[src/rtl/core/pcbf_pkg.sv]
// ----------------------------------------------------------------------------
// pcbf_pkg
// Shared widths, reset values, register indexes and control types of the
// point crop-box filter.
// ----------------------------------------------------------------------------
package pcbf_pkg;

    // field widths
    localparam int COORD_W    = 32;
    localparam int INTEN_W    = 16;
    localparam int SLOT_W     = 16;
    localparam int FEAT_W     = 17;
    localparam int CNT_W      = 17;
    localparam int CFG_IDX_W  = 3;
    localparam int CFG_DATA_W = 32;

    // stream widths
    localparam int S_TDATA_W  = 112;
    localparam int S_TUSER_W  = 2;
    localparam int M_TDATA_W  = 136;

    // slot limits
    localparam int DEFAULT_SLOT_LIMIT = 65536;
    localparam int SLOT_CAP           = 65536;

    // Q16 one
    localparam logic [FEAT_W-1:0] FEATURE_ONE = 17'h10000;

    // divider: one quotient bit per step
    localparam int DIV_STEPS = 16;
    localparam int STEP_W    = $clog2(DIV_STEPS);

    // register reset values
    localparam logic signed [COORD_W-1:0] RST_X_MIN = -32'sd51200;
    localparam logic signed [COORD_W-1:0] RST_X_MAX =  32'sd51200;
    localparam logic signed [COORD_W-1:0] RST_Y_MIN = -32'sd51200;
    localparam logic signed [COORD_W-1:0] RST_Y_MAX =  32'sd51200;
    localparam logic signed [COORD_W-1:0] RST_Z_MIN = -32'sd5000;
    localparam logic signed [COORD_W-1:0] RST_Z_MAX =  32'sd3000;
    localparam logic [INTEN_W-1:0]        RST_THRESH = 16'd255;
    localparam logic [CNT_W-1:0]          RST_MAX_POINTS = 17'h10000;

    // register indexes
    typedef enum logic [CFG_IDX_W-1:0] {
        REG_X_MIN      = 3'd0,
        REG_X_MAX      = 3'd1,
        REG_Y_MIN      = 3'd2,
        REG_Y_MAX      = 3'd3,
        REG_Z_MIN      = 3'd4,
        REG_Z_MAX      = 3'd5,
        REG_THRESH     = 3'd6,
        REG_MAX_POINTS = 3'd7
    } t_reg_idx;

    // controller -> datapath
    typedef struct packed {
        logic load_in;
        logic eval;
        logic step_div;
        logic load_out;
    } t_cmd;

    // datapath -> controller
    typedef struct packed {
        logic keep;
        logic out_busy;
    } t_sts;

endpackage

[src/rtl/core/point_crop_box_filter.sv]
// ----------------------------------------------------------------------------
// point_crop_box_filter
// Drops lidar points outside a box, numbers kept points per cloud and
// normalizes their intensity to a Q16 feature.
// ----------------------------------------------------------------------------
//  channel   direction  handshake                    payload
//  s_axis    in         s_axis_tvalid/s_axis_tready  tdata x,y,z,intensity; tuser first,invalid
//  m_axis    out        m_axis_tvalid/m_axis_tready  tdata slot,x,y,z,feature
//  cfg       in         i_cfg_we                     i_cfg_index, i_cfg_data
//
//  A dropped point goes through accept and box test; a kept point goes through
//  accept, box test, the one-bit-per-cycle intensity divider and the output
//  load, which puts its result on m_axis.
//  The output register lets the next point be accepted while a result waits;
//  a stalled m_axis holds the block only when a second result is ready.
//  Reset is synchronous, active low, and restores the register defaults.
// ----------------------------------------------------------------------------
module point_crop_box_filter #(
    parameter int SLOT_LIMIT = pcbf_pkg::DEFAULT_SLOT_LIMIT
) (
    input  logic                                i_clk,
    input  logic                                i_rst_n,
    input  logic                                i_cfg_we,
    input  logic [pcbf_pkg::CFG_IDX_W-1:0]      i_cfg_index,
    input  logic [pcbf_pkg::CFG_DATA_W-1:0]     i_cfg_data,
    input  logic                                s_axis_tvalid,
    output logic                                s_axis_tready,
    // x[31:0], y[63:32], z[95:64], intensity[111:96]
    input  logic [pcbf_pkg::S_TDATA_W-1:0]      s_axis_tdata,
    // first_of_cloud[0], point_invalid[1]
    input  logic [pcbf_pkg::S_TUSER_W-1:0]      s_axis_tuser,
    output logic                                m_axis_tvalid,
    input  logic                                m_axis_tready,
    // slot_index[15:0], x_out[47:16], y_out[79:48], z_out[111:80],
    // feature[128:112], zero[135:129]
    output logic [pcbf_pkg::M_TDATA_W-1:0]      m_axis_tdata
);
    import pcbf_pkg::*;

    t_cmd w_cmd;
    t_sts w_sts;

    pcbf_ctrl u_ctrl (
        .i_clk      (i_clk),
        .i_rst_n    (i_rst_n),
        .i_in_valid (s_axis_tvalid),
        .o_in_ready (s_axis_tready),
        .i_sts      (w_sts),
        .o_cmd      (w_cmd)
    );

    pcbf_datapath #(
        .SLOT_LIMIT (SLOT_LIMIT)
    ) u_dp (
        .i_clk       (i_clk),
        .i_rst_n     (i_rst_n),
        .i_cfg_we    (i_cfg_we),
        .i_cfg_index (i_cfg_index),
        .i_cfg_data  (i_cfg_data),
        .i_in_data   (s_axis_tdata),
        .i_in_user   (s_axis_tuser),
        .i_out_ready (m_axis_tready),
        .o_out_valid (m_axis_tvalid),
        .o_out_data  (m_axis_tdata),
        .i_cmd       (w_cmd),
        .o_sts       (w_sts)
    );

endmodule

[src/rtl/core/pcbf_ctrl.sv]
// ----------------------------------------------------------------------------
// pcbf_ctrl
// Sequencer: accept, judge, divide, hand the result to the output register.
// ----------------------------------------------------------------------------
module pcbf_ctrl (
    input  logic           i_clk,
    input  logic           i_rst_n,
    input  logic           i_in_valid,
    output logic           o_in_ready,
    input  pcbf_pkg::t_sts i_sts,
    output pcbf_pkg::t_cmd o_cmd
);
    import pcbf_pkg::*;

    typedef enum logic [3:0] {
        ST_IDLE = 4'b0001,
        ST_EVAL = 4'b0010,
        ST_DIV  = 4'b0100,
        ST_FIN  = 4'b1000
    } t_state;

    localparam logic [STEP_W-1:0] STEP_LAST = STEP_W'(DIV_STEPS - 1);

    t_state              r_state, n_state;
    logic [STEP_W-1:0]   r_step;

    assign o_in_ready = (r_state == ST_IDLE);

    // next state and commands
    always_comb begin
        n_state = r_state;
        o_cmd   = '0;
        case (r_state)
            ST_IDLE: begin
                if (i_in_valid) begin
                    o_cmd.load_in = 1'b1;
                    n_state       = ST_EVAL;
                end
            end
            ST_EVAL: begin
                o_cmd.eval = 1'b1;
                n_state    = i_sts.keep ? ST_DIV : ST_IDLE;
            end
            ST_DIV: begin
                o_cmd.step_div = 1'b1;
                if (r_step == STEP_LAST) begin
                    n_state = ST_FIN;
                end
            end
            ST_FIN: begin
                // wait until the output register can take the result
                if (!i_sts.out_busy) begin
                    o_cmd.load_out = 1'b1;
                    n_state        = ST_IDLE;
                end
            end
            default: begin
                n_state = ST_IDLE;
            end
        endcase
    end

    // state and step counter
    always_ff @(posedge i_clk) begin
        if (!i_rst_n) begin
            r_state <= ST_IDLE;
            r_step  <= '0;
        end else begin
            r_state <= n_state;
            if (r_state == ST_DIV) begin
                r_step <= r_step + 1'b1;
            end else begin
                r_step <= '0;
            end
        end
    end

endmodule

[src/rtl/core/pcbf_datapath.sv]
// ----------------------------------------------------------------------------
// pcbf_datapath
// Config registers, point capture, box test, slot counter, bit-serial
// intensity divider and output register.
// ----------------------------------------------------------------------------
module pcbf_datapath #(
    parameter int SLOT_LIMIT = pcbf_pkg::DEFAULT_SLOT_LIMIT
) (
    input  logic                                i_clk,
    input  logic                                i_rst_n,
    input  logic                                i_cfg_we,
    input  logic [pcbf_pkg::CFG_IDX_W-1:0]      i_cfg_index,
    input  logic [pcbf_pkg::CFG_DATA_W-1:0]     i_cfg_data,
    input  logic [pcbf_pkg::S_TDATA_W-1:0]      i_in_data,
    input  logic [pcbf_pkg::S_TUSER_W-1:0]      i_in_user,
    input  logic                                i_out_ready,
    output logic                                o_out_valid,
    output logic [pcbf_pkg::M_TDATA_W-1:0]      o_out_data,
    input  pcbf_pkg::t_cmd                      i_cmd,
    output pcbf_pkg::t_sts                      o_sts
);
    import pcbf_pkg::*;

    localparam int LIM_CAP = (SLOT_LIMIT < SLOT_CAP) ? SLOT_LIMIT : SLOT_CAP;
    localparam logic [CNT_W-1:0] LIM_CAP_V = CNT_W'(LIM_CAP);
    localparam int PAD_W = M_TDATA_W - SLOT_W - 3 * COORD_W - FEAT_W;

    logic signed [COORD_W-1:0] r_x_min, r_x_max, r_y_min, r_y_max, r_z_min, r_z_max;
    logic [INTEN_W-1:0]        r_thresh;
    logic [CNT_W-1:0]          r_max_points;

    logic signed [COORD_W-1:0] r_x, r_y, r_z;
    logic                      r_invalid;
    logic [INTEN_W-1:0]        r_intensity;

    logic [CNT_W-1:0]          r_slots;
    logic [SLOT_W-1:0]         r_slot_idx;
    logic [INTEN_W-1:0]        r_rem;
    logic [INTEN_W-1:0]        r_quo;
    logic                      r_sat;

    logic                      r_out_valid;
    logic [M_TDATA_W-1:0]      r_out_data;

    logic [CNT_W-1:0]          w_limit;
    logic                      w_keep;
    logic [INTEN_W:0]          w_shift;
    logic [INTEN_W:0]          w_diff;
    logic                      w_ge;
    logic [FEAT_W-1:0]         w_feat;

    // configuration writes
    always_ff @(posedge i_clk) begin
        if (!i_rst_n) begin
            r_x_min      <= RST_X_MIN;
            r_x_max      <= RST_X_MAX;
            r_y_min      <= RST_Y_MIN;
            r_y_max      <= RST_Y_MAX;
            r_z_min      <= RST_Z_MIN;
            r_z_max      <= RST_Z_MAX;
            r_thresh     <= RST_THRESH;
            r_max_points <= RST_MAX_POINTS;
        end else if (i_cfg_we) begin
            case (t_reg_idx'(i_cfg_index))
                REG_X_MIN:      r_x_min      <= i_cfg_data;
                REG_X_MAX:      r_x_max      <= i_cfg_data;
                REG_Y_MIN:      r_y_min      <= i_cfg_data;
                REG_Y_MAX:      r_y_max      <= i_cfg_data;
                REG_Z_MIN:      r_z_min      <= i_cfg_data;
                REG_Z_MAX:      r_z_max      <= i_cfg_data;
                REG_THRESH:     r_thresh     <= i_cfg_data[INTEN_W-1:0];
                REG_MAX_POINTS: r_max_points <= i_cfg_data[CNT_W-1:0];
                default: begin
                end
            endcase
        end
    end

    // point capture; tdata = x, y, z, intensity; tuser = first, invalid
    always_ff @(posedge i_clk) begin
        if (i_cmd.load_in) begin
            r_x         <= i_in_data[COORD_W-1:0];
            r_y         <= i_in_data[2*COORD_W-1:COORD_W];
            r_z         <= i_in_data[3*COORD_W-1:2*COORD_W];
            r_intensity <= i_in_data[3*COORD_W+INTEN_W-1:3*COORD_W];
            r_invalid   <= i_in_user[1];
        end
    end

    // box test and slot check
    assign w_limit = (r_max_points < LIM_CAP_V) ? r_max_points : LIM_CAP_V;
    assign w_keep  = !r_invalid
                     && (r_x >= r_x_min) && (r_x < r_x_max)
                     && (r_y >= r_y_min) && (r_y < r_y_max)
                     && (r_z >= r_z_min) && (r_z < r_z_max)
                     && (r_slots < w_limit);

    // slot counter, cleared by the first point of a cloud
    always_ff @(posedge i_clk) begin
        if (!i_rst_n) begin
            r_slots <= '0;
        end else if (i_cmd.load_in && i_in_user[0]) begin
            r_slots <= '0;
        end else if (i_cmd.eval && w_keep) begin
            r_slots <= r_slots + 1'b1;
        end
    end

    // restoring divider step; remainder stays below the threshold
    assign w_shift = {r_rem, 1'b0};
    assign w_ge    = (w_shift >= {1'b0, r_thresh});
    assign w_diff  = w_shift - {1'b0, r_thresh};

    always_ff @(posedge i_clk) begin
        if (i_cmd.eval) begin
            r_slot_idx <= r_slots[SLOT_W-1:0];
            r_rem      <= r_intensity;
            r_quo      <= '0;
            // intensity at or above threshold (or zero threshold) saturates
            r_sat      <= (r_intensity >= r_thresh);
        end else if (i_cmd.step_div) begin
            r_rem <= w_ge ? w_diff[INTEN_W-1:0] : w_shift[INTEN_W-1:0];
            r_quo <= {r_quo[INTEN_W-2:0], w_ge};
        end
    end

    assign w_feat = r_sat ? FEATURE_ONE : {1'b0, r_quo};

    // output register
    always_ff @(posedge i_clk) begin
        if (!i_rst_n) begin
            r_out_valid <= 1'b0;
        end else if (i_cmd.load_out) begin
            r_out_valid <= 1'b1;
        end else if (i_out_ready) begin
            r_out_valid <= 1'b0;
        end
    end

    always_ff @(posedge i_clk) begin
        if (i_cmd.load_out) begin
            r_out_data <= {{PAD_W{1'b0}}, w_feat, r_z, r_y, r_x, r_slot_idx};
        end
    end

    assign o_out_valid  = r_out_valid;
    assign o_out_data   = r_out_data;
    assign o_sts.keep     = w_keep;
    assign o_sts.out_busy = r_out_valid && !i_out_ready;

endmodule

[config.mk]
export PLATFORM = sky130hd
export DESIGN_NAME = point_crop_box_filter
export DESIGN_NICKNAME = d
export VERILOG_FILES = /design/src/rtl/core/pcbf_pkg.sv /design/src/rtl/core/point_crop_box_filter.sv /design/src/rtl/core/pcbf_ctrl.sv /design/src/rtl/core/pcbf_datapath.sv
export SDC_FILE = /design/constraint.sdc
export NUM_CORES = 1
export LEC_CHECK = 0
export ABC_AREA = 1
export BUFFER_PORTS_ARGS = -buffer_cell sky130_fd_sc_hd__buf_4
export CAP_MARGIN = 20
export CORE_UTILIZATION = 50
export CTS_CLUSTER_DIAMETER = 100
export CTS_CLUSTER_SIZE = 16
export DETAILED_ROUTE_END_ITERATION = 8
export GPL_ROUTABILITY_DRIVEN = 0
export PLACE_DENSITY = 0.79
export SLEW_MARGIN = 20
export SYNTH_ARGS = -nofsm -noshare
export SYNTH_HDL_FRONTEND = slang
export SYNTH_HIERARCHICAL = 1
export SYNTH_SLANG_ARGS = --single-unit
[constraint.sdc]
create_clock -name i_clk -period 10.4 [get_ports i_clk]
set_input_delay 1.04 -clock i_clk [delete_from_list [all_inputs] [get_ports i_clk]]
set_output_delay 1.04 -clock i_clk [all_outputs]
set_load 0.005 [all_outputs]
Word level (Yosys, flattened, before mapping)
Index checks and enable logic that the tools add are counted.
Widths: inputs -> output; s select.
- register bits: 542
- input bits: 154
- output and inout port bits: 138
- logic and storage cells: 96
- $add $sub $neg: 3
- order comparisons: 10
- eq/ne operators: 15
- mux-type cells: 18
- bitwise gates (word level): 1
- reductions and logical operators: 26
- operator list (kind ; number):
    $ge 32x32->1 ; 3
    $lt 32x32->1 ; 3
    $mux 16 ; 3
    $mux 17 ; 2
    $reduce_and 2->1 ; 9
    $add 17x1->17 const B ; 1
    $ge 17x16->1 ; 1
    $lt 17x17->1 ; 1
    $lt 17x17->1 const B ; 1
    $ge 16x16->1 ; 1
    $pmux 4 s4 ; 1
    $sub 16x16->16 ; 1
    $eq 3x3->1 const B ; 4
    $mux 4 ; 3
    $logic_and 1x1->1 ; 10
    $eq 4x4->1 const B ; 2
    $mux 1 ; 8
    $eq 3x2->1 const B ; 2
    $add 4x1->4 const B ; 1
    $eq 4x1->1 const B ; 1
    $eq 4x2->1 const B ; 1
    $eq 4x3->1 const B ; 1
    $ne 2x2->1 const B ; 2
    $reduce_bool 2->1 ; 2
    other kinds (8) ; 9

Longest topological paths before layout
Gate-level depths: netlist of run 1.
- depth in word-level cells: 10
- gate-level depth with buffers: 24
- depth with buffers taken out: 23

Modules after synthesis
The synthesis of run 1 kept the hierarchy.
- by module, submodules not included (module ; instances ; cells each ; area an instance (µm²) ; seq. area each (µm²)):
    pcbf_datapath ; 1 ; 2431 ; 24041.8 ; 13442.9
    pcbf_ctrl ; 1 ; 62 ; 420.4 ; 160.2

Worst setup path after synthesis of run 1
Ideal clock, no wire load.
- path kind: input-to-reg
- start: input port m_axis_tready
- end: register u_dp.r_out_data[0], in the netlist u_dp/o_out_data[0], enable pin
- arrival time: 6.504 ns
- data required time: 9.780 ns
- setup slack: 3.277 ns
- cell stages on the path: 2
- buffers on the path: 0
- cell sequence: nor2_1 -> nor2_1
- RTL lines (what ; line ; source):
    start: declaration ; point_crop_box_filter.sv:33 ; input logic m_axis_tready,
    end signal: assignment ; pcbf_datapath.sv:142 ; r_out_data <= {{PAD_W{1'b0}}, w_feat, r_z, r_y, r_x, r_slot_idx};
    end: declaration ; pcbf_datapath.sv:43 ; logic [M_TDATA_W-1:0] r_out_data;

==> qor.yml, run 1 <==
timing:
  setup_viol_count_final: 0
  fmax_mhz: 319
  setup_tns_ns: 0
  slew_headroom_pct: 36.7
  maxSlewViolCount: 0
  setup_ws_ns: 7.27
  period_needed_ns: 3.13
  fin_skew_ns: 0.0258
  period_share_pct: 30.1
  hold_viol_final: 0
  rsz0062_at_grt: "false"
  worst_slew_pin_slew_ns: 0.949
  fin_hold_ws_ns: 0.421
final_layout:
  nFillCells: 3959
  nets: 3143
  drive_gt1_share_pct: 13.3
  multi_input_area_um2: 9290
  ff_latch_area_um2: 13600
  area_delta_synth_final_pct: 15.7
power:
  total_leakage_power_uw: 0.0121
  ir_drop_mv: 0.137
  p_per_area_nw_per_um2: 152
clocking:
  htreeDepth: 2
  cts_tree: "done"
  clk_latency_ns: 0.57
  cts-resized-gates: 0
  cts_root_buf: "clkbuf_16"
  post_cts_buffers: 0
  holdBufCountCts: 0
  clk_path_buf_depth: 3
  cts_sinks: 542
  clk_pin_slew_ns: 0.07
  cts_buffers: 39
yosys:
  syn_area_um2: 24500
  synthDistinctLibCells: 51
  ys_seq_area_share_pct: 55.6
  ys_ff_latch: 542
  async_reset_ff_share_pct: 0
  synthFlopType: "edfxtp_1"
  synthCells: 2493
  ys_warn_count: 6
  synth-edff-count: 275
  syn_area_per_cell_um2: 9.81
global_route:
  grt_max_degree: 134
  overflow: 0
  antenna_found_initial: 3
  grt_pass1_vias: 18000
  grt_pass1_wl_mm: 92.9
  track_usage_pct: 23.8
worst_setup_path:
  cp-end-kind: "flip-flop"
  crit_start: "u_dp/r_max_points[16]"
  rr_endpoint: "u_ctrl/r_state[0]"
  r2r_cells: 18
  crit_type: "flip-flop to flip-flop"
  critPathMaxStageDelay_ns: 0.39
  crit_arrival_ns: 3.59
  worstPathMaxFanout: 18
  crit_chain: "clkinv_1, nand2_1, ha_1, a21oi_1, nor2_1, nor3_1, nand2_1, nand2_1, nand2_1, a21oi_1, nand3_1, nor2_4, nand2_4, nor2_8, or2_0, nand2_1, nand2_1, nand2_1"
  slowest_stage: "clkinv_1"
  crit_top_cell: "nand2_1"
  cp_data_required_time_ns: 10.86
  path_buf_inv: 1
  worstSetupStartpointType: "flip-flop"
  r2r_start: "u_dp/r_max_points[16]"
  rrSetupSlack_ns: 7.27
  crit_family: "simple AND/OR/NAND/NOR gates"
detailed_routing:
  routed_wirelength_mm: 59.8
  dr.pass1.iters: 5
  drc_errors: 0
  route.antenna.remaining_nets: 0
  vias_per_cell: 5.40
  vias: 18300
  drt-initial-drc-count: 1275
  wl_per_cell_um: 17.6
floorplanning:
  die_w_um: 223
  die-area_um2: 49800
  pin_count: 292
  std_cell_rows: 80
  core-area_um2: 48000
  initial_core_util_pct: 50.9
  die_y_um: 223
hold_path:
  hold_end: "u_dp/o_out_data[7]"
  min_delay_path_depth: 0
  hold_start: "u_dp/r_slot_idx[7]"
  hp-class: "flip-flop to flip-flop"
place:
  numPortBuffers: 284
  dp_slack_ns: 7.00
  dp_hpwl_mm: 42.8
status:
  outcome: "finished clean"
job:
  maxCapViolations: 0
-- area by class of cell --
cell class | instances | share of cell area, %
Sequential cell | 542 | 48.0
Multi-Input combinational cell | 1534 | 32.8
Timing Repair Buffer | 298 | 7.93
Inverter | 334 | 4.43
Clock buffer | 71 | 4.06
Tap cell | 615 | 2.72
Antenna cell | 3 | 0.0265
-- layout by cell type (no fill, tap or decap), types with 5 or more instances in the layout --
cell       synthesis  routed
nand4_1           23      23
a21o_1             6       6
nor2_2             4       6
o22ai_1           15      15
clkbuf_1          74      29
ha_1             239     239
nor3_1            21      21
nand2_1          413     413
inv_1            330     330
o211ai_1          89      89
nor2_4             3       6
o21a_1             7       7
buf_4              8     296
nand3_1           53      53
xnor2_1           10      10
conb_1             1       7
dfxtp_1          267     267
xor2_1             6       6
o21ai_0          194     194
nor2_1           172     167
clkbuf_16          0      41
a21oi_1          234     234
o21ai_1            5       5
edfxtp_1         275     275
-- synthesized netlist by cell type, drive strengths merged, types with 25 or more instances --
cell	n	area (um^2)
nand3	55	293
ha	239	2990
clkbuf	75	283
inv	331	1240
a21oi	235	1180
edfxtp	275	8260
nor2	180	724
o21ai	201	1010
dfxtp	267	5350
nand4	25	169
nand2	416	1570
o211ai	89	668
-- power breakdown --
group | internal [uW] | switching [uW] | leakage [uW] | total [uW]
logic | 168 | 272 | 0.00681 | 440
registers | 2340 | 54.3 | 0.00470 | 2400
clock network | 747 | 723 | 0.000547 | 1470
total | 3260 | 1050 | 0.0121 | 4300
-- worst reg2reg max path, stage by stage (launching register included) --
cell and delay [ns]:
dfxtp_1 0.32, clkinv_1 0.39, nand2_1 0.20, ha_1 0.26, a21oi_1 0.18, nor2_1 0.06, nor3_1 0.13, nand2_1 0.08
nand2_1 0.06, nand2_1 0.04, a21oi_1 0.29, nand3_1 0.18, nor2_4 0.26, nand2_4 0.10, nor2_8 0.18, or2_0 0.15
nand2_1 0.05, nand2_1 0.06, nand2_1 0.04
-- cell families after synthesis --
logic type      after synthesis  share of synthesized area [%]
compound gates              564                           12.8
xor+xnor                     16                          0.573
fa+ha+maj                   240                           12.3
buf+inv                     423                           6.63
flops                       542                           55.6
other cells                   1                         0.0153
simple gates                707                           12.0
-- layer usage --
metal / GRT usage (%) / vias up / share of wire, %
met5: 0 / - / 0.022
met4: 11.5 / 2 / 4.5
met3: 3.99 / 131 / 6.7
met2: 40.7 / 622 / 48
met1: 29.3 / 8588 / 41
li1: - / 8992 / -
-- worst max path at each step --
stage / endpoint / cells after the start / slack (ns)
floorplan: u_dp/o_out_data[0] / 2 / 3.28
global placement: u_dp/o_out_data[40] / 5 / 7.13
detailed placement: u_dp/r_y_max[28] / 4 / 7.00
CTS: u_ctrl/r_state[0] / 18 / 7.25
global route: u_ctrl/r_state[0] / 20 / 7.00
finish: u_ctrl/r_state[0] / 18 / 7.27
-- flip-flops by register name, summed over array words and instances, names as in the netlist, 4 cells and up --
register           cells
u_ctrl/r_state         4
u_ctrl/r_step          4
u_dp/o_out_data      129
u_dp/r_intensity      16
u_dp/r_max_points     17
u_dp/r_quo            16
u_dp/r_rem            16
u_dp/r_slot_idx       16
u_dp/r_slots          17
u_dp/r_thresh         16
u_dp/r_x              32
u_dp/r_x_max          32
u_dp/r_x_min          32
u_dp/r_y              32
u_dp/r_y_max          32
u_dp/r_y_min          32
u_dp/r_z              32
u_dp/r_z_max          32
u_dp/r_z_min          32
-- stage by stage --
stage                     power (uW)  util [%]  cells  area (um^2)
after detailed placement        2880      56.5   3323        27100
after floorplan                 2710         -   2499        24500
after CTS                       4340      58.9   3394        28300
final                           4300      58.9   3397        28300
after global routing            4480      58.9   3394        28300
after global placement          2850      56.5   3323        27100
No activity file was read; power rests on OpenSTA's default activity.
==> run 2: changes to the inputs <==
Settings changed: ABC_AREA 1 to 0, PLACE_DENSITY 0.79 to 0.82.
Clock period 10.4 ns to 2.8 ns, I/O delays scaled along.
==> qor.yml, run 2 <==
status:
  outcome: "complete, but fails checks"
  violations: "setup timing"
timing:
  fmax_mhz: 314  # -1.5%
  slew_headroom_pct: 28.7  # -8.0 points
  hold_viol_final: 0  # unchanged
  period_share_pct: 114  # +84 points
  setup_viol_count_final: 30  # +30
  worst_slew_pin_slew_ns: 1.07  # +0.118 ns
  setup_ws_ns: -0.383  # -7.65 ns
  maxSlewViolCount: 0  # unchanged
  period_needed_ns: 3.18  # +0.0490 ns
  fin_skew_ns: 0.0240  # -0.00176 ns
  rsz0062_at_grt: "true"
clocking:
  cts_sinks: 542  # unchanged
  clk_latency_ns: 0.59  # +0.02 ns
  cts_root_buf: "clkbuf_16"
  cts_tree: "done"
  clk_path_buf_depth: 3  # unchanged
  cts_buffers: 39  # unchanged
  htreeDepth: 2  # unchanged
  clk_pin_slew_ns: 0.08  # about the same
yosys:
  synthFlopType: "edfxtp_1"
  async_reset_ff_share_pct: 0  # unchanged
  synth-edff-count: 275  # unchanged
  yosysMostFrequentCell: "nand2_1"
  yosysTopAreaCell: "edfxtp_1"
  netlist_top_cells_count: "nand2_1 (464), edfxtp_1 (275), dfxtp_1 (267), ha_1 (239), inv_1 (223)"
  ys_seq_area_share_pct: 54.6  # -1.0 points
  synth_area_leaders: "edfxtp_1 (33%), dfxtp_1 (21%), ha_1 (12%)"
  syn_area_per_cell_um2: 10.6  # +7.6%
  syn_area_um2: 24900  # +1.8%
  ys_ff_latch: 542  # unchanged
  ys_warn_count: 6  # unchanged
  synthCells: 2359  # -5.4%
  synthDistinctLibCells: 73  # +43%
  synth_top_area_share_pct: 33.1  # -0.61 points
global_route:
  track_usage_pct: 27.3  # +3.5 points
  grt_pass1_vias: 19700  # +9.1%
  antenna_found_initial: 3  # unchanged
  overflow: 0  # unchanged
  grt_pass1_wl_mm: 107  # +15%
  grt_max_degree: 202  # +51%
worst_setup_path:
  r2r_cells: 13  # -5
  worstSetupStartpointType: "flip-flop"
  cp_data_required_time_ns: 3.26  # -7.60 ns
  crit_arrival_ns: 3.65  # +0.06 ns
  critPathMaxStageDelay_ns: 0.41  # +0.02 ns
  crit_family: "compound AO/OA/AOI/OAI gates"
  worstPathMaxFanout: 7  # -11
  rr_endpoint: "u_dp/r_slots[9]"
  path_buf_inv: 2  # +1
  crit_top_cell: "a31oi_1"
  slowest_stage: "edfxtp_1"
  cp-end-kind: "flip-flop"
  crit_type: "flip-flop to flip-flop"
  rrSetupSlack_ns: -0.38  # -7.65 ns
  crit_chain: "ha_1, a21oi_1, nand2_1, a221oi_1, o21ai_0, or3_4, a31oi_1, buf_4, o211ai_1, nor2_4, buf_6, a31oi_1, a41o_1"
  r2r_start: "u_dp/r_z[14]"
power:
  seq_power_share_pct: 54.2  # -1.4 points
  netSwitchingFraction_pct: 24.3  # -0.062 points
  total_leakage_power_uw: 0.0129  # +7.2%
  p_int_uw: 12200  # +270%
  p_per_area_nw_per_um2: 507  # +230%
  p_clk_share_pct: 34.1  # about the same
  combPwrFrac_pct: 11.6  # +1.4 points
  p_switching_uw: 3920  # +270%
  ir_drop_mv: 0.377  # +170%
detailed_routing:
  vias: 19700  # +7.7%
  route.antenna.remaining_nets: 0  # unchanged
  drt-initial-drc-count: 1633  # +28%
  drc_errors: 0  # unchanged
  dr.pass1.iters: 7  # +2
  routed_wirelength_mm: 71.4  # +19%
  wl_per_cell_um: 20.0  # +13%
  vias_per_cell: 5.52  # +2.2%
final_layout:
  largest_reg_flops: 129  # unchanged
  drive_gt1_share_pct: 21.4  # +8.1 points
  area_delta_synth_final_pct: 27.7
  layout.cells.most_common_list: "nand2_1 (456), buf_4 (450), edfxtp_1 (275), dfxtp_1 (262), ha_1 (232)"
  layout_commonest_cell: "nand2_1"
  nets: 3276  # +4.2%
  final_util_pct: 64.9  # +5.9 points
hold_path:
  hold_start: "i_cfg_data[29]"
  hold_end: "u_dp/r_z_max[29]"
  hp-class: "input pin to flip-flop"
  min_delay_path_depth: 3  # +3
place:
  numPortBuffers: 284  # unchanged
  dp_hpwl_mm: 47.4  # +11%
  dp_slack_ns: -0.488  # -7.49 ns
floorplanning:
  die_y_um: 225  # +0.91%
  die_w_um: 225  # +0.91%
  pin_count: 292  # unchanged
  std_cell_rows: 81  # +1.3%
  die-area_um2: 50700  # +1.8%
  initial_core_util_pct: 50.8  # -0.13 points
  core-area_um2: 49100  # +2.1%
job:
  maxCapViolations: 0  # unchanged
run 2: cell types whose count changed after synthesis, sizes merged, moves of 20 or more:
| cell | previous run | this run |
|---|---|---|
| nor2b | 0 | 35 |
| nor2 | 180 | 72 |
| inv | 331 | 223 |
| nand2 | 416 | 464 |
| nand3 | 55 | 22 |
| mux2i | 0 | 25 |
| a21oi | 235 | 99 |
| clkbuf | 75 | 95 |
| a21o | 6 | 36 |
| o21ai | 201 | 41 |
| a21boi | 1 | 141 |
run 2: power by group through the flow:
stage	sequential, uW	combinational, uW	clock (uW)
finish	8740	1880	5500
global placement	8900	1500	0
global route	8760	2030	5860
floorplan	8860	859	0
detailed placement	8910	1580	0
CTS	8730	1770	5600
run 2: metrics by stage:
step / cells / hold WS [ns] / power [uW] / instance area (um^2) / TNS (ns)
after global placement: 3362 / 0.408 / 10400 / 28800 / -6.72
after detailed placement: 3362 / 0.406 / 10500 / 28800 / -8.17
after CTS: 3562 / 0.00287 / 16100 / 31400 / -4.43
after global routing: 3576 / 0.0273 / 16700 / 31800 / -10.37
final: 3577 / 0.0332 / 16100 / 31800 / -6.48
after floorplan: 2365 / 0.379 / 9720 / 25000 / -342.01
run 2: final cells by class:
type | count | area, um^2
Fill cell | 3689 | 17200
Sequential cell | 542 | 13600
Multi-Input combinational cell | 1491 | 10600
Timing Repair Buffer | 584 | 4830
Clock buffer | 69 | 1130
Inverter | 224 | 842
Tap cell | 664 | 831
Antenna cell | 3 | 7.51
run 2: per-layer routing:
layer / vias to the layer above / track usage (%) / wire [um]
li1: 9261 / - / -
met1: 9519 / 34.2 / 28800
met2: 795 / 45.7 / 34600
met3: 164 / 4.86 / 4940
met4: 0 / 12.7 / 3130
met5: - / 0 / 0
run 2: worst register-to-register path: stages, from the launching register on:
cell,delay (ns)
edfxtp_1,0.41
ha_1,0.34
a21oi_1,0.24
nand2_1,0.09
a221oi_1,0.23
o21ai_0,0.14
or3_4,0.36
a31oi_1,0.21
buf_4,0.15
o211ai_1,0.18
nor2_4,0.19
buf_6,0.16
a31oi_1,0.10
a41o_1,0.25
run 2: worst max path at each step:
stage | start | cells past startpoint | endpoint | slack [ns]
global route | u_dp/r_z[14] | 13 | u_dp/r_slots[9] | -0.50
floorplan | u_ctrl/r_state[2] | 2 | u_dp/o_out_data[0] | -2.25
finish | u_dp/r_z[14] | 13 | u_dp/r_slots[9] | -0.38
global placement | u_dp/r_x[7] | 10 | u_dp/r_slots[6] | -0.45
CTS | u_dp/r_x[1] | 10 | u_dp/r_slots[6] | -0.31
detailed placement | u_dp/r_x[7] | 10 | u_dp/r_slots[6] | -0.49
run 2: kinds of logic (layout without fill, tap and decap cells):
logic type | Yosys count | in the layout | synth area share, %
AOI/OAI and AO/OA | 490 | 490 | 13.8
buffers and inverters | 332 | 877 | 5.22
and+or+nand+nor | 710 | 710 | 12.5
adders and majority gates | 240 | 240 | 12.1
muxes | 28 | 28 | 1.14
DFF | 542 | 542 | 54.6
xor gates and xnor gates | 16 | 16 | 0.563
other | 1 | 10 | 0.0151
run 2: timing repair:
| item | 4_1_cts | 5_1_grt |
|---|---|---|
| resized for setup | 38 | 77 |
| buffers inserted | 17 | 13 |
| hold endpoints to repair | 114 | 0 |
| gates cloned | 1 | 0 |
| hold buffers | 114 | 0 |
| setup endpoints to repair | 32 | 36 |
| pin swaps | 24 | 40 |
